`config.mk`:
```
export PLATFORM = sky130hd
export DESIGN_NAME = stbm_ctrl
export DESIGN_NICKNAME = d
export VERILOG_FILES = /design/src/hw/rtl/stbm_pkg.sv /design/src/hw/rtl/stbm_ctrl.sv
export SDC_FILE = /design/constraint.sdc
export NUM_CORES = 1
export LEC_CHECK = 0
export BUFFER_PORTS_ARGS = -buffer_cell sky130_fd_sc_hd__clkbuf_2
export CAP_MARGIN = 25
export CORE_AREA = 2 2 39 41
export CTS_CLUSTER_SIZE = 10
export DETAILED_ROUTE_END_ITERATION = 8
export DIE_AREA = 0 0 41 43
export HOLD_SLACK_MARGIN = 0.08
export PLACE_DENSITY = 0.3
export SKIP_LAST_GASP = 1
export SYNTH_ARGS = -nofsm -noshare
export SYNTH_HDL_FRONTEND = slang
export SYNTH_SLANG_ARGS = --single-unit
```
`constraint.sdc`:
```
create_clock -name aclk -period 1.1 [get_ports aclk]
set_input_delay 0.055 -clock aclk [delete_from_list [all_inputs] [get_ports aclk]]
set_output_delay 0.055 -clock aclk [all_outputs]
set_load 0.1 [all_outputs]
```
`src/hw/rtl/stbm_pkg.sv`:
```
// Package: types, sizes and control codes of the suffix trie best-match block
package stbm_pkg;

    localparam int NODE_COUNT  = 4096;
    localparam int ALPHABET    = 26;
    localparam int NODE_W      = $clog2(NODE_COUNT);
    localparam int CHILD_DEPTH = NODE_COUNT * ALPHABET;
    localparam int CHILD_AW    = $clog2(CHILD_DEPTH);
    localparam int SYM_W       = 5;
    localparam int LEN_W       = 12;
    localparam int IDX_W       = 16;
    localparam int ROOT_LEN_W  = LEN_W + 1;

    localparam logic [ROOT_LEN_W-1:0] ROOT_EMPTY_LEN = '1;

    localparam logic MODE_INSERT = 1'b0;
    localparam logic MODE_QUERY  = 1'b1;

    typedef struct packed {
        logic             mode;
        logic [SYM_W-1:0] letter;
        logic             last;
        logic [LEN_W-1:0] word_length;
        logic [IDX_W-1:0] word_index;
    } stbm_in_t;

    typedef struct packed {
        logic             found;
        logic [IDX_W-1:0] match_index;
        logic             status;
    } stbm_out_t;

    typedef struct packed {
        logic [NODE_W-1:0] parent;
        logic [SYM_W-1:0]  sym;
        logic [LEN_W-1:0]  best_len;
        logic [IDX_W-1:0]  best_idx;
    } stbm_node_rec_t;

    typedef enum logic [1:0] {
        ST_IDLE,
        ST_CHILD,
        ST_NODE
    } stbm_state_t;

    typedef struct packed {
        logic accept;
        logic node_rd;
        logic commit;
    } stbm_cmd_t;

    typedef struct packed {
        logic item_last;
        logic out_blocked;
    } stbm_stat_t;

endpackage

```
`src/hw/rtl/stbm_ctrl.sv`:
```
// Controller: sequences child lookup, node record read and commit of one transaction
module stbm_ctrl
    import stbm_pkg::*;
(
    input  logic       aclk,
    input  logic       aresetn,
    input  logic       s_valid,
    output logic       s_ready,
    input  stbm_stat_t stat,
    output stbm_cmd_t  cmd
);

    stbm_state_t state_reg;
    stbm_state_t state_next;

    always_ff @(posedge aclk) begin
        if (!aresetn) begin
            state_reg <= ST_IDLE;
        end else begin
            state_reg <= state_next;
        end
    end

    always_comb begin
        state_next = state_reg;
        case (state_reg)
            ST_IDLE: begin
                if (s_valid) begin
                    state_next = ST_CHILD;
                end
            end
            ST_CHILD: begin
                state_next = ST_NODE;
            end
            ST_NODE: begin
                if (!(stat.item_last && stat.out_blocked)) begin
                    state_next = ST_IDLE;
                end
            end
            default: begin
                state_next = ST_IDLE;
            end
        endcase
    end

    always_comb begin
        s_ready     = 1'b0;
        cmd.accept  = 1'b0;
        cmd.node_rd = 1'b0;
        cmd.commit  = 1'b0;
        case (state_reg)
            ST_IDLE: begin
                s_ready    = aresetn;
                cmd.accept = s_valid && aresetn;
            end
            ST_CHILD: begin
                cmd.node_rd = 1'b1;
            end
            ST_NODE: begin
                cmd.commit = !(stat.item_last && stat.out_blocked);
            end
            default: begin
                s_ready = 1'b0;
            end
        endcase
    end

`ifndef SYNTH
    a_accept_to_child: assert property (@(posedge aclk) disable iff (!aresetn)
        cmd.accept |=> state_reg == ST_CHILD)
        else $error("accepted transaction did not start child lookup");
    a_child_to_node: assert property (@(posedge aclk) disable iff (!aresetn)
        state_reg == ST_CHILD |=> state_reg == ST_NODE && !cmd.accept)
        else $error("child lookup not followed by node step");
    a_commit_free: assert property (@(posedge aclk) disable iff (!aresetn)
        cmd.commit |-> !(stat.item_last && stat.out_blocked))
        else $error("commit while result register blocked");
`endif

endmodule

```
Word level (Yosys, flattened, before mapping)
Index checks and enable logic that the tools add are counted.
{ "classes": {"reduce_logical": 5, "eq_ne": 4, "mux": 7} }
{ "ops": {"columns": ["cell", "count"], "rows": [
  ["$pmux W2 S3", 1],
  ["$mux W1", 4],
  ["$mux W2", 2],
  ["$ne A2 B2 Y1 const B", 2],
  ["$eq A2 B1 Y1 const B", 1],
  ["$eq A2 B2 Y1 const B", 1],
  ["$logic_and A1 B1 Y1", 2],
  ["$logic_not A2 Y1", 1],
  ["$reduce_and A2 Y1", 1],
  ["$logic_not A1 Y1", 1]
]} }
{ "word_totals": {"in_bits": 5, "elab_cells": 17, "output_inout_bits": 4, "reg_bits": 2} }

Longest topological paths before layout
Gate-level depths: netlist of the first run.
{ "logic_depth": {"ltp_word": 3, "depth_mapped": 2, "mapped_depth_nobuf": 2} }

Worst setup path before layout of the first run
No wires, ideal clock.
{ "synth_timing": {"path_type": "register to output", "from": "reg state_reg[0]", "to": "out cmd[2] in the netlist's numbering", "path_slack_ps": -1433, "path_buffers": 0, "stages_incl_launch_ff": 3, "t_arrival_ps": 2478, "t_required_ps": 1045, "cell_sequence": "dfxtp_1 -> nor3b_2 -> and2_1"} }
{ "synth_rtl": {"columns": ["item", "line_no", "rtl"], "rows": [
  ["start, declared", "stbm_ctrl.sv:13", "stbm_state_t state_reg;"],
  ["start signal, assigned", "stbm_ctrl.sv:20", "state_reg <= state_next;"],
  ["end, declared", "stbm_ctrl.sv:10", "output stbm_cmd_t cmd"]
]} }

==> results of run 1 <==
## worst reg2reg max path, cell delays in order, from the launching register on
cell and delay, ps:
dfxtp_2 330, nor3b_4 220, buf_4 160, and2_1 100
## cell families after synthesis
| logic type | synth area share (%) |
|---|---|
| simple gates | 45.5 |
| buf+inv | 6.82 |
| flops | 36.4 |
| compound gates | 11.4 |
## final timing paths
kind	from	end	slack (ps)	cells after the start
max	state_reg[0]$_SDFFE_PN0P_	cmd[2]	-70	3
min	stat[0]	state_reg[1]$_SDFFE_PN0P_	270	3
min reg2reg	state_reg[1]$_SDFFE_PN0P_	state_reg[1]$_SDFFE_PN0P_	660	2
max reg2reg	state_reg[0]$_SDFFE_PN0P_	state_reg[0]$_SDFFE_PN0P_	230	3
## per-layer routing
layer  global-route usage (%)  up-vias
li1                         -       64
met1                     5.43       53
met2                     4.69        9
met3                     7.85        0
met4                     6.00        0
met5                        0        -
## layout make-up
cell class / count / area [um^2] / share of cell area [%]
Timing Repair Buffer: 11 / 128 / 43.2
Multi-Input combinational cell: 8 / 82.6 / 28.0
Sequential cell: 2 / 42.5 / 14.4
Clock buffer: 3 / 22.5 / 7.63
Tap cell: 16 / 20.0 / 6.78
## power groups by stage
stage                     clock network [mW]  logic (mW)  registers (mW)
after CTS                              0.174       0.154          0.0838
after detailed placement                   0       0.148          0.0842
after global routing                   0.185       0.158          0.0847
after floorplan                            0      0.0924          0.0834
after global placement                     0       0.147          0.0838
final                                  0.162       0.153          0.0838
## layout by cell type, fill, tap and decap left out
cell type and count:
dlygate4sd3_1 2, and2_4 1, clkbuf_2 4, a21oi_4 1, nand2b_1 1, and4b_1 1
buf_4 1, and2_1 1, o21a_1 1, nor3b_4 1, clkbuf_4 3, buf_12 4
nor2b_2 1, dfxtp_2 2
## timing repair
action,CTS,global route
endpoints found under the hold margin,2,0
resized for setup,1,0
cloned,0,0
pin swaps,2,0
hold buffers,2,0
endpoints found under the setup margin,4,3
==> impl_metrics.env, run 1 <==
export IMPL_path_max_fanout=4
export IMPL_die_w_um=41
export IMPL_yosys_area_top_type="dfxtp_1"
export IMPL_layout_drive_gt1_share_pct=75.0
export IMPL_violations="negative setup slack"
export IMPL_internal_power_mw=0.262
export IMPL_synth_edff_count=0
export IMPL_yosysWarnings=0
export IMPL_required_ps=1040
export IMPL_largest_reg_flops=2
export IMPL_fin_nets=31
export IMPL_top_layer="met3"
export IMPL_start_kind="flip-flop"
export IMPL_p_switching_mw=0.137
export IMPL_clock_root_buffer="clkbuf_4"
export IMPL_clk_path_buf_depth=2
export IMPL_syn_area_per_cell_um2=10.0
export IMPL_diodes=0
export IMPL_cts_tree="yes"
export IMPL_hold_path_class="primary input to flip-flop"
export IMPL_combPwrFrac_pct=38.4
export IMPL_post_cts_setup_buffer_count=0
export IMPL_core_area_um2=1380
export IMPL_io_pins=9
export IMPL_met3_wirelength_um=34
export IMPL_total_power_mw=0.398
export IMPL_crit_path_max_incr_delay_ps=330
export IMPL_vias=126
export IMPL_critPathSlowestCell="dfxtp_2"
export IMPL_antenna_left=0
export IMPL_fp_row_count=14
export IMPL_netlist_area_um2=110
export IMPL_synth_fp_nets=16
export IMPL_setup_viol=3
export IMPL_grt_ovfl_total=0
export IMPL_wl_met1_um=157
export IMPL_yosysSeqAreaShare_pct=36.4
export IMPL_worst_hold_slack_ps=274
export IMPL_fillers=154
export IMPL_critPathKind="flip-flop to output pin"
export IMPL_worstPathCellList="nor3b_4 > and2_4 > buf_12"
export IMPL_power_density_nw_per_um2=1350
export IMPL_synth_cells=11
export IMPL_grt_pass1_vias=140
export IMPL_clkSlewWorstSetupHoldPaths_ps=30
export IMPL_p_leak_nw=0.125
export IMPL_maxCapViolations=0
export IMPL_cp_arrival_ps=1110
export IMPL_port_buffer_count=8
export IMPL_async_reset_ff_share_pct=0
export IMPL_fmax_mhz=855
export IMPL_period_share_pct=106
export IMPL_clkPwrFrac_pct=40.5
export IMPL_finalHoldViolations=0
export IMPL_drc=0
export IMPL_die_h_um=43
export IMPL_gr_usage_all_layers_pct=5.61
export IMPL_layout_setup_ws_ps=-69.1
export IMPL_utilization_pct=21.3
export IMPL_cts_made_buffers=3
export IMPL_clock_latency_ps=220
export IMPL_synthTopCellsByCount="and2_1 (2), dfxtp_1 (2)"
export IMPL_end_kind="output pin"
export IMPL_finalClockSkew_ps=2.31
export IMPL_final_setup_tns_ps=-118
export IMPL_ys_flop_type="dfxtp_1"
export IMPL_cp_top_family="simple AND/OR/NAND/NOR gates"
export IMPL_start_util_pct=7.96
export IMPL_stdcell_area_um2=295
export IMPL_switching_share_pct=34.4
export IMPL_dieArea_um2=1760
export IMPL_finalNonFillerCells=40
export IMPL_min_period_ps=1170
export IMPL_area_growth_pct=168
export IMPL_tightest_slew_ps=178
export IMPL_sequentialPowerShare_pct=21.0
export IMPL_relSlewSlack_pct=88.1
export IMPL_ys_seq_elements=2
export IMPL_initialDrtViolationCount=2
export IMPL_ys_types=9
export IMPL_cts_sinks=2
export IMPL_path_buf_inv=1
export IMPL_hpwlAfterDp_um=237
export IMPL_rsz0062_at_grt="yes"
export IMPL_dp_cells=35
export IMPL_placed_area_um2=251
export IMPL_grt_pass1_wl_um=524
export IMPL_synth_top_area_share_pct=36.4
export IMPL_antenna_found_initial=0
export IMPL_viasPerCell=3.15
export IMPL_slew_viol_final=0
export IMPL_irDropWorstVdd_mv=0.504
export IMPL_place_congestion=0.505
export IMPL_synth_area_top_cells="dfxtp_1 (36%), and2_1 (11%), nor3b_2 (11%)"
export IMPL_wl_per_cell_um=7.25
export IMPL_dr_wl_met2_um=99
export IMPL_dr_pass1_iters=2
export IMPL_preCtsSetupSlack_ps=149
export IMPL_grt_max_degree=5
export IMPL_outcome="finished with violations"
export IMPL_drt_total_wl_um=290
export IMPL_htree_levels=1
(Power assumes the default switching activity.)
==> inputs of run 2 (changes only) <==
- clock period: 1.1 -> 1 ns (I/O delays scaled with it)
==> run 2 against run 1 <==
The flow still finishes with violations (negative setup slack). Core utilization unchanged. Flip-flop and latch count unchanged. Die area unchanged. Clock power increased by 9.9%. Worst hold slack got worse by 5.4 ps. Final cell count unchanged. Highest routed layer unchanged. Critical endpoint unchanged. Clock skew about the same. Design area unchanged.
==> impl_metrics.env, run 2 (synthesis results as in run 1) <==
export IMPL_fmax_mhz=860
export IMPL_utilization_pct=21.3
export IMPL_die_h_um=43
export IMPL_final_setup_tns_ps=-433
export IMPL_diodes=0
export IMPL_fp_row_count=14
export IMPL_cts_tree="yes"
export IMPL_place_congestion=0.505
export IMPL_violations="negative setup slack"
export IMPL_layout_cells_most_common_list="clkbuf_2 (4), buf_12 (4), clkbuf_4 (3)"
export IMPL_hold_path_class="primary input to flip-flop"
export IMPL_drt_total_wl_um=297
export IMPL_period_share_pct=116
export IMPL_wl_per_cell_um=7.43
export IMPL_worst_hold_slack_ps=269
export IMPL_clock_root_buffer="clkbuf_4"
export IMPL_fillers=155
export IMPL_antenna_left=0
export IMPL_path_max_fanout=4
export IMPL_vias=128
export IMPL_dr_pass1_iters=2
export IMPL_initialDrtViolationCount=2
export IMPL_rsz0062_at_grt="yes"
export IMPL_gr_usage_all_layers_pct=5.81
export IMPL_die_w_um=41
export IMPL_area_growth_pct=168
export IMPL_clk_path_buf_depth=2
export IMPL_irDropWorstVdd_mv=0.550
export IMPL_post_cts_setup_buffer_count=0
export IMPL_htree_levels=1
export IMPL_p_leak_nw=0.125
export IMPL_grt_max_degree=5
export IMPL_setup_viol=4
export IMPL_cts_made_buffers=3
export IMPL_start_kind="flip-flop"
export IMPL_required_ps=950
export IMPL_maxCapViolations=0
export IMPL_cp_startpoint="state_reg[0]$_SDFFE_PN0P_"
export IMPL_r2r_slack_ps=130
export IMPL_grt_pass1_wl_um=552
export IMPL_hpwlAfterDp_um=237
export IMPL_core_area_um2=1380
export IMPL_grt_ovfl_total=0
export IMPL_largest_reg_flops=2
export IMPL_viasPerCell=3.20
export IMPL_port_buffer_count=8
export IMPL_clock_latency_ps=220
export IMPL_outcome="finished with violations"
export IMPL_drc=0
export IMPL_cp_arrival_ps=1110
export IMPL_finalHoldViolations=0
export IMPL_end_kind="output pin"
export IMPL_reg2reg_depth=3
export IMPL_relSlewSlack_pct=88.3
export IMPL_min_period_ps=1160
export IMPL_critPathKind="flip-flop to output pin"
export IMPL_finalClockSkew_ps=2.29
export IMPL_antenna_found_initial=0
export IMPL_cts_sinks=2
export IMPL_start_util_pct=7.96
export IMPL_regToRegStartpoint="state_reg[0]$_SDFFE_PN0P_"
export IMPL_dieArea_um2=1760
export IMPL_fin_nets=31
export IMPL_preCtsSetupSlack_ps=53.6
export IMPL_layout_setup_ws_ps=-163
export IMPL_slew_viol_final=0
export IMPL_hold_depth=3
export IMPL_power_density_nw_per_um2=1490
export IMPL_grt_pass1_vias=148
export IMPL_timing_rr_end="state_reg[0]$_SDFFE_PN0P_"
export IMPL_tightest_slew_ps=176
export IMPL_io_pins=9
export IMPL_layout_drive_gt1_share_pct=75.0
export IMPL_crit_end="cmd[2]"
export IMPL_clkSlewWorstSetupHoldPaths_ps=30
run 2: cell counts in the layout (fill, tap and decap cells not counted):
Identical to the previous run, type by type.
run 2: worst min-delay path by stage:
stage	to	from	slack, ps
finish	state_reg[1]$_SDFFE_PN0P_	stat[0]	270
global route	state_reg[1]$_SDFFE_PN0P_	stat[0]	270
CTS	state_reg[1]$_SDFFE_PN0P_	stat[0]	260
detailed placement	state_reg[0]$_SDFFE_PN0P_	s_valid	280
global placement	state_reg[0]$_SDFFE_PN0P_	s_valid	280
floorplan	state_reg[1]$_SDFFE_PN0P_	aresetn	170
run 2: cell type report:
cell class	instances	area [um^2]	share of cell area, %
timing repair buffer	11	128	43.2
sequential	2	42.5	14.4
tap	16	20.0	6.78
multi-input combinational	8	82.6	28.0
clock buffer	3	22.5	7.63
run 2: critical path, cell delays in order, from the launching register on:
cell     delay, ps
dfxtp_2        330
nor3b_4        220
and2_4         180
buf_12         160
run 2: per-stage QoR:
| stage | power (mW) | cells | area [um^2] |
|---|---|---|---|
| global placement | 0.254 | 35 | 251 |
| detailed placement | 0.256 | 35 | 251 |
| floorplan | 0.193 | 11 | 131 |
| CTS | 0.453 | 40 | 295 |
| global route | 0.471 | 40 | 295 |
| finish | 0.439 | 40 | 295 |
run 2: per-layer routing:
layer / routed length (um) / track usage [%] / share of wire, % / up-vias
met5: 0 / 0 / 0 / -
met4: 0 / 6.00 / 0 / 0
met3: 36 / 7.85 / 12 / 0
met2: 105 / 5.31 / 35 / 9
met1: 155 / 5.43 / 52 / 55
li1: - / - / - / 64
run 2: what timing repair did:
item,in CTS,in global routing
hold buffers,2,0
pin swaps,2,0
resized for setup,1,0
endpoints found under the hold margin,2,0
endpoints found under the setup margin,4,4
run 2: power by group:
part	internal (mW)	total, mW	switching [mW]
Sequential	0.0861	0.0922	0.00609
Combinational	0.0693	0.168	0.0991
Clock	0.132	0.178	0.0457
